--- src/nfba_pkg.sv ---
`default_nettype none
package nfba_pkg;

  // identifier and limit width, fixed by the interface
  localparam int ID_W   = 11;
  localparam int ID_MAX = (1 << ID_W) - 1;
  localparam int ID_RST = 1024;

  localparam int IN_TDATA_W  = 16;
  localparam int OUT_TDATA_W = 16;
  localparam int CFG_TDATA_W = 16;
  localparam int STATUS_W    = 2;

  typedef enum logic [STATUS_W-1:0] {
    ST_OK        = 2'd0,
    ST_INVALID   = 2'd1,
    ST_EXHAUSTED = 2'd2,
    ST_NOT_ALLOC = 2'd3
  } status_t;

  typedef enum logic {
    CMD_ALLOC   = 1'b0,
    CMD_RELEASE = 1'b1
  } cmd_t;

endpackage
`default_nettype wire

--- src/next_fit_bitmap_id_allocator_unit.sv ---
// Allocate: a request taken on in_tvalid/in_tready scans the bitmap words in LOOK, one word
//   per cycle through the find-first-free unit, then hands the result to the output register;
//   release runs index split, bit check and clear, result; rejected requests go straight to result.
// Throughput: one transfer at a time; the next request is taken only once the result is registered
//   and no id_limit write is pending (in_tready is low while cfg_tvalid is high).
// Reset (rst_n low, synchronous) and id_limit writes clear the map word by word in the CLR state.
`default_nettype none
module next_fit_bitmap_id_allocator_unit #(
  parameter int MAX_IDS   = 1024,
  parameter int WORD_BITS = 64
) (
  input  logic                             clk,
  input  logic                             rst_n,
  // request channel
  input  logic                             in_tvalid,
  output logic                             in_tready,
  input  logic [nfba_pkg::IN_TDATA_W-1:0]  in_tdata,   // [10:0] release_id
  input  logic                             in_tuser,   // [0] cmd
  // result channel
  output logic                             out_tvalid,
  input  logic                             out_tready,
  output logic [nfba_pkg::OUT_TDATA_W-1:0] out_tdata,  // [10:0] granted_id
  output logic [nfba_pkg::STATUS_W-1:0]    out_tuser,  // [1:0] status
  // id_limit write channel
  input  logic                             cfg_tvalid,
  output logic                             cfg_tready,
  input  logic [nfba_pkg::CFG_TDATA_W-1:0] cfg_tdata   // [10:0] id_limit
);

  import nfba_pkg::*;

  localparam int NUM_WORDS = (MAX_IDS + WORD_BITS - 1) / WORD_BITS;
  localparam int AW        = (NUM_WORDS > 1) ? $clog2(NUM_WORDS) : 1;
  localparam int BW        = $clog2(WORD_BITS);
  // an index is below the limit, which is capped at MAX_IDS and at ID_MAX
  localparam int IW        = ($clog2(MAX_IDS) < ID_W) ? $clog2(MAX_IDS) : ID_W;
  localparam int SW        = ID_W + 1;   // room for index + WORD_BITS sums

  localparam logic [ID_W-1:0] LIM_CAP = ID_W'((MAX_IDS > ID_MAX) ? ID_MAX : MAX_IDS);
  localparam logic [ID_W-1:0] LIM_RST = ID_W'((ID_RST > MAX_IDS) ? MAX_IDS : ID_RST);
  localparam logic [WORD_BITS-1:0] ONE_W = WORD_BITS'(1);

  // sequencer states
  //   CLR  : bitmap clearing pass
  //   LOOK : allocate scan, one word per cycle
  //   DIV  : release, split index into word / bit
  //   REL  : release, check and clear the bit
  //   PUT  : hand result to the output register
  typedef enum logic [2:0] {
    S_CLR,
    S_IDLE,
    S_LOOK,
    S_DIV,
    S_REL,
    S_PUT
  } state_t;

  state_t             state_r, state_nxt;
  logic [ID_W-1:0]    lim_r, lim_nxt;           // saturated id_limit
  logic [ID_W-1:0]    count_r, count_nxt;       // ids in use
  logic [AW-1:0]      cur_word_r, cur_word_nxt; // next-fit cursor as word / bit / word base
  logic [BW-1:0]      cur_bit_r, cur_bit_nxt;
  logic [IW-1:0]      cur_base_r, cur_base_nxt;
  logic [AW-1:0]      clr_addr_r, clr_addr_nxt;
  logic [AW-1:0]      scan_word_r, scan_word_nxt;
  logic [IW-1:0]      scan_base_r, scan_base_nxt;
  logic [BW-1:0]      lo_bit_r, lo_bit_nxt;
  logic [IW-1:0]      idx_r, idx_nxt;
  logic [BW-1:0]      rel_bit_r, rel_bit_nxt;
  status_t            res_status_r, res_status_nxt;
  logic [ID_W-1:0]    res_id_r, res_id_nxt;
  logic               out_valid_r, out_valid_nxt;
  status_t            out_status_r, out_status_nxt;
  logic [ID_W-1:0]    out_id_r, out_id_nxt;

  logic               mem_we;
  logic [AW-1:0]      mem_waddr;
  logic [WORD_BITS-1:0] mem_wdata;
  logic [WORD_BITS-1:0] rd_data;

  logic [SW-1:0]      span;
  logic               found;
  logic [BW-1:0]      hit_bit;
  logic [IW-1:0]      cur_idx;

  logic               div_start;
  logic [IW-1:0]      div_dividend;
  logic               div_done;
  logic [AW-1:0]      div_quot;
  logic [BW-1:0]      div_rem;

  // read port follows the next scan word, so rd_data holds mem[scan_word_r] (before any write at that edge)
  nfba_bitmap_ram #(
    .WORD_BITS (WORD_BITS),
    .DEPTH     (NUM_WORDS),
    .AW        (AW)
  ) u_ram (
    .clk     (clk),
    .we      (mem_we),
    .waddr   (mem_waddr),
    .wdata   (mem_wdata),
    .raddr   (scan_word_nxt),
    .rd_data (rd_data)
  );

  assign span = SW'(lim_r) - SW'(scan_base_r);

  nfba_ffz #(
    .WORD_BITS (WORD_BITS),
    .BW        (BW),
    .SW        (SW)
  ) u_ffz (
    .used_word (rd_data),
    .lo_bit    (lo_bit_r),
    .span      (span),
    .found     (found),
    .hit_bit   (hit_bit)
  );

  nfba_wdiv #(
    .WORD_BITS (WORD_BITS),
    .IW        (IW),
    .AW        (AW),
    .BW        (BW)
  ) u_wdiv (
    .clk      (clk),
    .rst_n    (rst_n),
    .start    (div_start),
    .dividend (div_dividend),
    .done     (div_done),
    .quot     (div_quot),
    .rem_bits (div_rem)
  );

  assign cur_idx    = cur_base_r + IW'(cur_bit_r);
  assign in_tready  = (state_r == S_IDLE) && !cfg_tvalid;
  assign cfg_tready = 1'b1;
  assign out_tvalid = out_valid_r;
  assign out_tdata  = OUT_TDATA_W'(out_id_r);
  assign out_tuser  = out_status_r;

  always_comb begin
    logic [ID_W-1:0] in_id;
    logic [ID_W-1:0] cfg_lim;
    logic [IW-1:0]   hit_idx;
    logic [SW-1:0]   nxt_base;
    logic [SW-1:0]   nxt_lin;

    state_nxt      = state_r;
    lim_nxt        = lim_r;
    count_nxt      = count_r;
    cur_word_nxt   = cur_word_r;
    cur_bit_nxt    = cur_bit_r;
    cur_base_nxt   = cur_base_r;
    clr_addr_nxt   = clr_addr_r;
    scan_word_nxt  = scan_word_r;
    scan_base_nxt  = scan_base_r;
    lo_bit_nxt     = lo_bit_r;
    idx_nxt        = idx_r;
    rel_bit_nxt    = rel_bit_r;
    res_status_nxt = res_status_r;
    res_id_nxt     = res_id_r;
    out_valid_nxt  = out_valid_r;
    out_status_nxt = out_status_r;
    out_id_nxt     = out_id_r;

    mem_we       = 1'b0;
    mem_waddr    = scan_word_r;
    mem_wdata    = rd_data;
    div_start    = 1'b0;

    in_id        = in_tdata[ID_W-1:0];
    cfg_lim      = cfg_tdata[ID_W-1:0];
    div_dividend = IW'(in_id - ID_W'(1));
    hit_idx      = scan_base_r + IW'(hit_bit);
    nxt_base     = SW'(scan_base_r) + SW'(WORD_BITS);
    nxt_lin      = SW'(hit_idx) + SW'(1);

    if (out_valid_r && out_tready) begin
      out_valid_nxt = 1'b0;
    end

    unique case (state_r)
      S_CLR: begin
        mem_we       = 1'b1;
        mem_waddr    = clr_addr_r;
        mem_wdata    = '0;
        clr_addr_nxt = clr_addr_r + AW'(1);
        if (clr_addr_r == AW'(NUM_WORDS - 1)) begin
          state_nxt = S_IDLE;
        end
      end

      S_IDLE: begin
        if (in_tvalid && in_tready) begin
          res_id_nxt = '0;
          if (cmd_t'(in_tuser) == CMD_ALLOC) begin
            if ((lim_r == '0) || (count_r >= lim_r)) begin
              res_status_nxt = ST_EXHAUSTED;
              state_nxt      = S_PUT;
            end else if (SW'(cur_idx) >= SW'(lim_r)) begin
              // cursor past a lowered limit restarts at the bottom
              scan_word_nxt = '0;
              scan_base_nxt = '0;
              lo_bit_nxt    = '0;
              state_nxt     = S_LOOK;
            end else begin
              scan_word_nxt = cur_word_r;
              scan_base_nxt = cur_base_r;
              lo_bit_nxt    = cur_bit_r;
              state_nxt     = S_LOOK;
            end
          end else begin
            if ((in_id == '0) || (in_id > lim_r)) begin
              res_status_nxt = ST_INVALID;
              state_nxt      = S_PUT;
            end else begin
              idx_nxt   = div_dividend;
              div_start = 1'b1;
              state_nxt = S_DIV;
            end
          end
        end
      end

      S_LOOK: begin
        if (found) begin
          mem_we         = 1'b1;
          mem_wdata      = rd_data | (ONE_W << hit_bit);
          count_nxt      = count_r + ID_W'(1);
          res_status_nxt = ST_OK;
          res_id_nxt     = ID_W'(hit_idx) + ID_W'(1);
          if (nxt_lin >= SW'(lim_r)) begin
            cur_word_nxt = '0;
            cur_bit_nxt  = '0;
            cur_base_nxt = '0;
          end else if (hit_bit == BW'(WORD_BITS - 1)) begin
            cur_word_nxt = scan_word_r + AW'(1);
            cur_bit_nxt  = '0;
            cur_base_nxt = IW'(nxt_base);
          end else begin
            cur_word_nxt = scan_word_r;
            cur_bit_nxt  = hit_bit + BW'(1);
            cur_base_nxt = scan_base_r;
          end
          state_nxt = S_PUT;
        end else begin
          // nothing free here: step to the next word, wrapping at the limit
          lo_bit_nxt = '0;
          if (nxt_base >= SW'(lim_r)) begin
            scan_word_nxt = '0;
            scan_base_nxt = '0;
          end else begin
            scan_word_nxt = scan_word_r + AW'(1);
            scan_base_nxt = IW'(nxt_base);
          end
        end
      end

      S_DIV: begin
        if (div_done) begin
          scan_word_nxt = div_quot;
          rel_bit_nxt   = div_rem;
          state_nxt     = S_REL;
        end
      end

      S_REL: begin
        res_id_nxt = '0;
        if (!rd_data[rel_bit_r]) begin
          res_status_nxt = ST_NOT_ALLOC;
        end else begin
          res_status_nxt = ST_OK;
          mem_we         = 1'b1;
          mem_wdata      = rd_data & ~(ONE_W << rel_bit_r);
          if (count_r != '0) begin
            count_nxt = count_r - ID_W'(1);
          end
          // pull the cursor back to the freed id when it lies below the cursor
          if (idx_r < cur_idx) begin
            cur_word_nxt = scan_word_r;
            cur_bit_nxt  = rel_bit_r;
            cur_base_nxt = idx_r - IW'(rel_bit_r);
          end
        end
        state_nxt = S_PUT;
      end

      S_PUT: begin
        if (!out_valid_r || out_tready) begin
          out_valid_nxt  = 1'b1;
          out_status_nxt = res_status_r;
          out_id_nxt     = res_id_r;
          state_nxt      = S_IDLE;
        end
      end

      default: begin
        state_nxt = S_CLR;
      end
    endcase

    // id_limit write restarts the map
    if (cfg_tvalid && cfg_tready) begin
      lim_nxt      = (cfg_lim > LIM_CAP) ? LIM_CAP : cfg_lim;
      count_nxt    = '0;
      cur_word_nxt = '0;
      cur_bit_nxt  = '0;
      cur_base_nxt = '0;
      clr_addr_nxt = '0;
      state_nxt    = S_CLR;
    end
  end

  always_ff @(posedge clk) begin
    if (!rst_n) begin
      state_r     <= S_CLR;
      lim_r       <= LIM_RST;
      count_r     <= '0;
      cur_word_r  <= '0;
      cur_bit_r   <= '0;
      cur_base_r  <= '0;
      clr_addr_r  <= '0;
      out_valid_r <= 1'b0;
    end else begin
      state_r     <= state_nxt;
      lim_r       <= lim_nxt;
      count_r     <= count_nxt;
      cur_word_r  <= cur_word_nxt;
      cur_bit_r   <= cur_bit_nxt;
      cur_base_r  <= cur_base_nxt;
      clr_addr_r  <= clr_addr_nxt;
      out_valid_r <= out_valid_nxt;
    end
    scan_word_r  <= scan_word_nxt;
    scan_base_r  <= scan_base_nxt;
    lo_bit_r     <= lo_bit_nxt;
    idx_r        <= idx_nxt;
    rel_bit_r    <= rel_bit_nxt;
    res_status_r <= res_status_nxt;
    res_id_r     <= res_id_nxt;
    out_status_r <= out_status_nxt;
    out_id_r     <= out_id_nxt;
  end

endmodule
`default_nettype wire

--- src/nfba_bitmap_ram.sv ---
`default_nettype none
module nfba_bitmap_ram #(
  parameter int WORD_BITS = 64,
  parameter int DEPTH     = 16,
  parameter int AW        = 4
) (
  input  logic                 clk,
  input  logic                 we,
  input  logic [AW-1:0]        waddr,
  input  logic [WORD_BITS-1:0] wdata,
  input  logic [AW-1:0]        raddr,
  output logic [WORD_BITS-1:0] rd_data
);

  logic [WORD_BITS-1:0] mem [DEPTH];
  logic [WORD_BITS-1:0] rd_data_r;

  always_ff @(posedge clk) begin
    if (we) begin
      mem[waddr] <= wdata;
    end
    rd_data_r <= mem[raddr];
  end

  assign rd_data = rd_data_r;

endmodule
`default_nettype wire

--- src/nfba_ffz.sv ---
`default_nettype none
module nfba_ffz #(
  parameter int WORD_BITS = 64,
  parameter int BW        = 6,
  parameter int SW        = 12
) (
  input  logic [WORD_BITS-1:0] used_word,
  input  logic [BW-1:0]        lo_bit,   // first bit position to consider
  input  logic [SW-1:0]        span,     // ids left from the word base to the limit
  output logic                 found,
  output logic [BW-1:0]        hit_bit
);

  // lowest clear bit with lo_bit <= j < span
  always_comb begin
    found   = 1'b0;
    hit_bit = '0;
    for (int j = WORD_BITS - 1; j >= 0; j--) begin
      if (!used_word[j] && (BW'(j) >= lo_bit) && (SW'(j) < span)) begin
        found   = 1'b1;
        hit_bit = BW'(j);
      end
    end
  end

endmodule
`default_nettype wire

--- src/nfba_wdiv.sv ---
`default_nettype none
module nfba_wdiv #(
  parameter int WORD_BITS = 64,
  parameter int IW        = 10,
  parameter int AW        = 4,
  parameter int BW        = 6
) (
  input  logic          clk,
  input  logic          rst_n,
  input  logic          start,
  input  logic [IW-1:0] dividend,
  output logic          done,
  output logic [AW-1:0] quot,
  output logic [BW-1:0] rem_bits
);

  // index split into word address and bit position; WORD_BITS is a power of two,
  // so this is a plain shift and mask, ready in the cycle after start
  logic [IW-1:0] idx_r;
  logic          busy_r;

  assign done     = busy_r;
  assign quot     = AW'(idx_r / WORD_BITS);
  assign rem_bits = BW'(idx_r % WORD_BITS);

  always_ff @(posedge clk) begin
    if (!rst_n) begin
      busy_r <= 1'b0;
    end else begin
      busy_r <= start;
    end
    if (start) begin
      idx_r <= dividend;
    end
  end

endmodule
`default_nettype wire
--- config.mk ---
export PLATFORM = sky130hd
export DESIGN_NAME = next_fit_bitmap_id_allocator_unit
export DESIGN_NICKNAME = d
export VERILOG_FILES = /design/src/nfba_pkg.sv /design/src/next_fit_bitmap_id_allocator_unit.sv /design/src/nfba_bitmap_ram.sv /design/src/nfba_ffz.sv /design/src/nfba_wdiv.sv
export SDC_FILE = /design/constraint.sdc
export NUM_CORES = 2
export LEC_CHECK = 0
export BUFFER_PORTS_ARGS = -buffer_cell sky130_fd_sc_hd__buf_4
export CAP_MARGIN = 20
export CORE_ASPECT_RATIO = 1.2
export CORE_MARGIN = 2
export CORE_UTILIZATION = 68
export DETAILED_ROUTE_END_ITERATION = 16
export PLACE_DENSITY = 0.87
export SLEW_MARGIN = 10
export SYNTH_ARGS = -nofsm -noshare
export SYNTH_HDL_FRONTEND = slang
export SYNTH_SLANG_ARGS = --single-unit
--- constraint.sdc ---
create_clock -name clk -period 17.7 [get_ports clk]
set_input_delay 0.885 -clock clk [delete_from_list [all_inputs] [get_ports clk]]
set_output_delay 0.885 -clock clk [all_outputs]
set_load 0.02 [all_outputs]
==> impl_metrics.yaml <==
status:
  status: "completed"
sta:
  tightest_slew_ns: 1.17
  period_needed_ns: 10.14
  post-route-period-util_pct: 57.3
  finClkSkew_ns: 0.0606
  setup_viol: 0
  relSlewSlack_pct: 21.7
  tns_ns: 0
  grt_setup_unrepaired: "false"
  fin_hold_ws_ns: 0.405
  final_max_slew_viol_count: 0
  clock.fmax_ghz: 0.0986
  setup_ws_ns: 7.56
  final_hold_viol_count: 0
run:
  drv_cap: 0
power:
  p_sw_mw: 1.47
  p_comb_share_pct: 9.1
  power_frac_seq_pct: 52.7
  power.share.clock_pct: 38.2
  internal_power_mw: 4.59
  p_per_area_nw_per_um2: 101
  ir_drop_uv: 94.9
  p_leak_nw: 21.3
  switching_share_pct: 24.3
placement:
  portBuffers: 42
  post_dp_cell_area_sq_um: 56600
  dp_slack_ns: 7.72
  place_congestion: 1.04
  place_hpwl_um: 94100
critical_path:
  setup.worst_path.end_class: "flip-flop"
  slowest_stage: "or4_4"
  worstPathRequired_ns: 18.28
  critPathArrivalTime_ns: 10.72
  crit_path_max_incr_delay_ns: 0.68
  cp-start-kind: "flip-flop"
  cp_max_fo: 31
  crit_type: "reg2reg"
cts:
  cts_tree: "done"
  cts_resized: 0
  clk_latency_ns: 0.71
  cts_sinks: 1211
  clockBufferDepth: 3
  hold_buffers: 0
  cts_setup_buffers: 0
  htree_num_levels: 3
  cts_root_buf: "clkbuf_16"
  numCtsBuffers: 108
  cts.clk_slew.worst_paths_ns: 0.06
finish:
  area_growth_pct: 8.73
  fin_nets: 4399
  final_common_cell: "edfxtp_1"
  final_util_pct: 74.6
  final_area_sq_um: 60200
  drive_above_1_share_pct: 10.5
  final_cell_mix: "edfxtp_1 (1092), nand2_1 (351), mux2i_1 (326)"
floorplanning:
  die_y_um: 316
  initial_core_util_pct: 68.7
  io_pins: 59
  core-area_sq_um: 80600
  rows: 114
  die-area_sq_um: 83700
  chipWidth_um: 264
synthesis:
  avgSynthCellArea_sq_um: 13.0
  ys_types: 101
  synthCells: 4269
  async_flop_share_pct: 0
  synth-seq-cells: 1211
  yosysWarnings: 0
  syn_area_sq_um: 55300
  ys_seq_area_share_pct: 63.6
  synth_edf_count: 1092
  synth_top_flop_cell: "edfxtp_1"
routing:
  drc: 0
  drt_iter0_drc: 5461
  via_count: 39100
  via_per_inst: 7.25
  ant_nets: 0
  drt_wl_total_um: 162000
  dr.pass1.iters: 8
  wire_per_inst_um: 30.0
global_routing:
  grt_max_degree: 169
  grt_overflow: 0
  antenna_found_initial: 4
  grt_pass1_vias: 38000
  grt_pass1_wl_um: 236000
  track_usage_pct: 38.1
worst_hold_path:
  worstHoldPathType: "in2reg"
[worst max-delay path, delay by kind of cell (launching register included)]
| family | cells | cell delay [ns] |
|---|---|---|
| buffers and inverters | 1 | 0.11 |
| AO/OA/AOI/OAI | 19 | 4.40 |
| AND/OR/NAND/NOR | 9 | 2.84 |
| flip-flops | 1 | 0.63 |
| adder cells (fa/ha/maj) | 5 | 1.64 |
| XOR/XNOR | 2 | 0.38 |
[final timing paths]
check | from | endpoint | slack, ns | cells after the start
setup / recovery | lim_r[0] | cur_bit_r[2] | 7.56 | 36
hold / removal | cfg_tdata[9] | lim_r[9] | 0.41 | 3
setup reg to reg | lim_r[0] | cur_bit_r[2] | 7.56 | 36
hold reg to reg | u_wdiv.idx_r[1] | rel_bit_r[1] | 0.42 | 0
[metrics by stage]
stage,instances,total power [mW]
final,5386,6.06
after global routing,5383,6.20
after detailed placement,5171,3.77
after global placement,5166,3.76
after floorplan,4273,3.59
after CTS,5375,6.03
[state kept, by name (all words and copies together), names as in the netlist, 6 cells and up]
signal	flops
lim_r	11
out_id_r	11
count_r	11
cur_base_r	10
idx_r	10
lo_bit_r	6
u_ram.rd_data	64
scan_base_r	10
u_wdiv.idx_r	10
cur_bit_r	6
res_id_r	11
u_ram.mem	1024
rel_bit_r	6
[synth_stat cells (48+ instances only)]
cell	instances	share of area [%]
edfxtp_1	1092	59
nand2_1	352	2.4
mux2i_1	326	5.9
nand3_1	315	2.8
nor2_1	225	1.5
a21oi_1	223	2.0
clkbuf_1	170	1.2
o21ai_0	159	1.4
a31oi_1	122	1.4
dfxtp_1	119	4.3
ha_1	111	2.5
nand4_1	79	0.89
inv_1	71	0.48
a311o_1	70	1.3
a221o_1	67	1.2
mux2_2	62	1.3
buf_4	48	0.65
[logic make-up (layout without fill, tap and decap cells)]
kind of cell             Yosys count  count (layout)  share of synthesized area, %
flip-flops                      1211            1211                          63.6
adder cells (fa/ha/maj)          116             116                          2.69
buffers and inverters            351             417                          2.89
other                              2               9                        0.0136
XOR/XNOR                          61              61                         0.966
AO/OA/AOI/OAI                    918             918                          11.4
multiplexers                     411             411                          8.04
AND/OR/NAND/NOR                 1199            1199                          10.4
[layer usage]
metal	up-vias	wire, um	global-route usage [%]
met5	-	46	0
met4	6	11000	24.5
met3	706	18800	8.78
met2	3020	76300	61.3
met1	18900	55400	47.1
li1	16500	-	-
[power by group through the flow]
stage          sequential [mW]  clock [mW]  combinational [mW]
2_1_floorplan             3.21           0               0.380
3_3_place_gp              3.24           0               0.516
3_5_place_dp              3.24           0               0.526
4_1_cts                   3.18        2.31               0.533
5_1_grt                   3.19        2.42               0.582
6_report                  3.19        2.31               0.552
[final cells by class]
class | count | area, sq um
repair buffers | 137 | 1090
diodes | 3 | 7.51
clock buffers | 145 | 2960
inverters | 76 | 293
flip-flops and latches | 1211 | 35200
multi-input cells | 2711 | 18800
clock inverters | 59 | 537
fillers | 4730 | 20400
well taps | 1044 | 1310
Note: power is estimated with default switching activity, not from simulation.
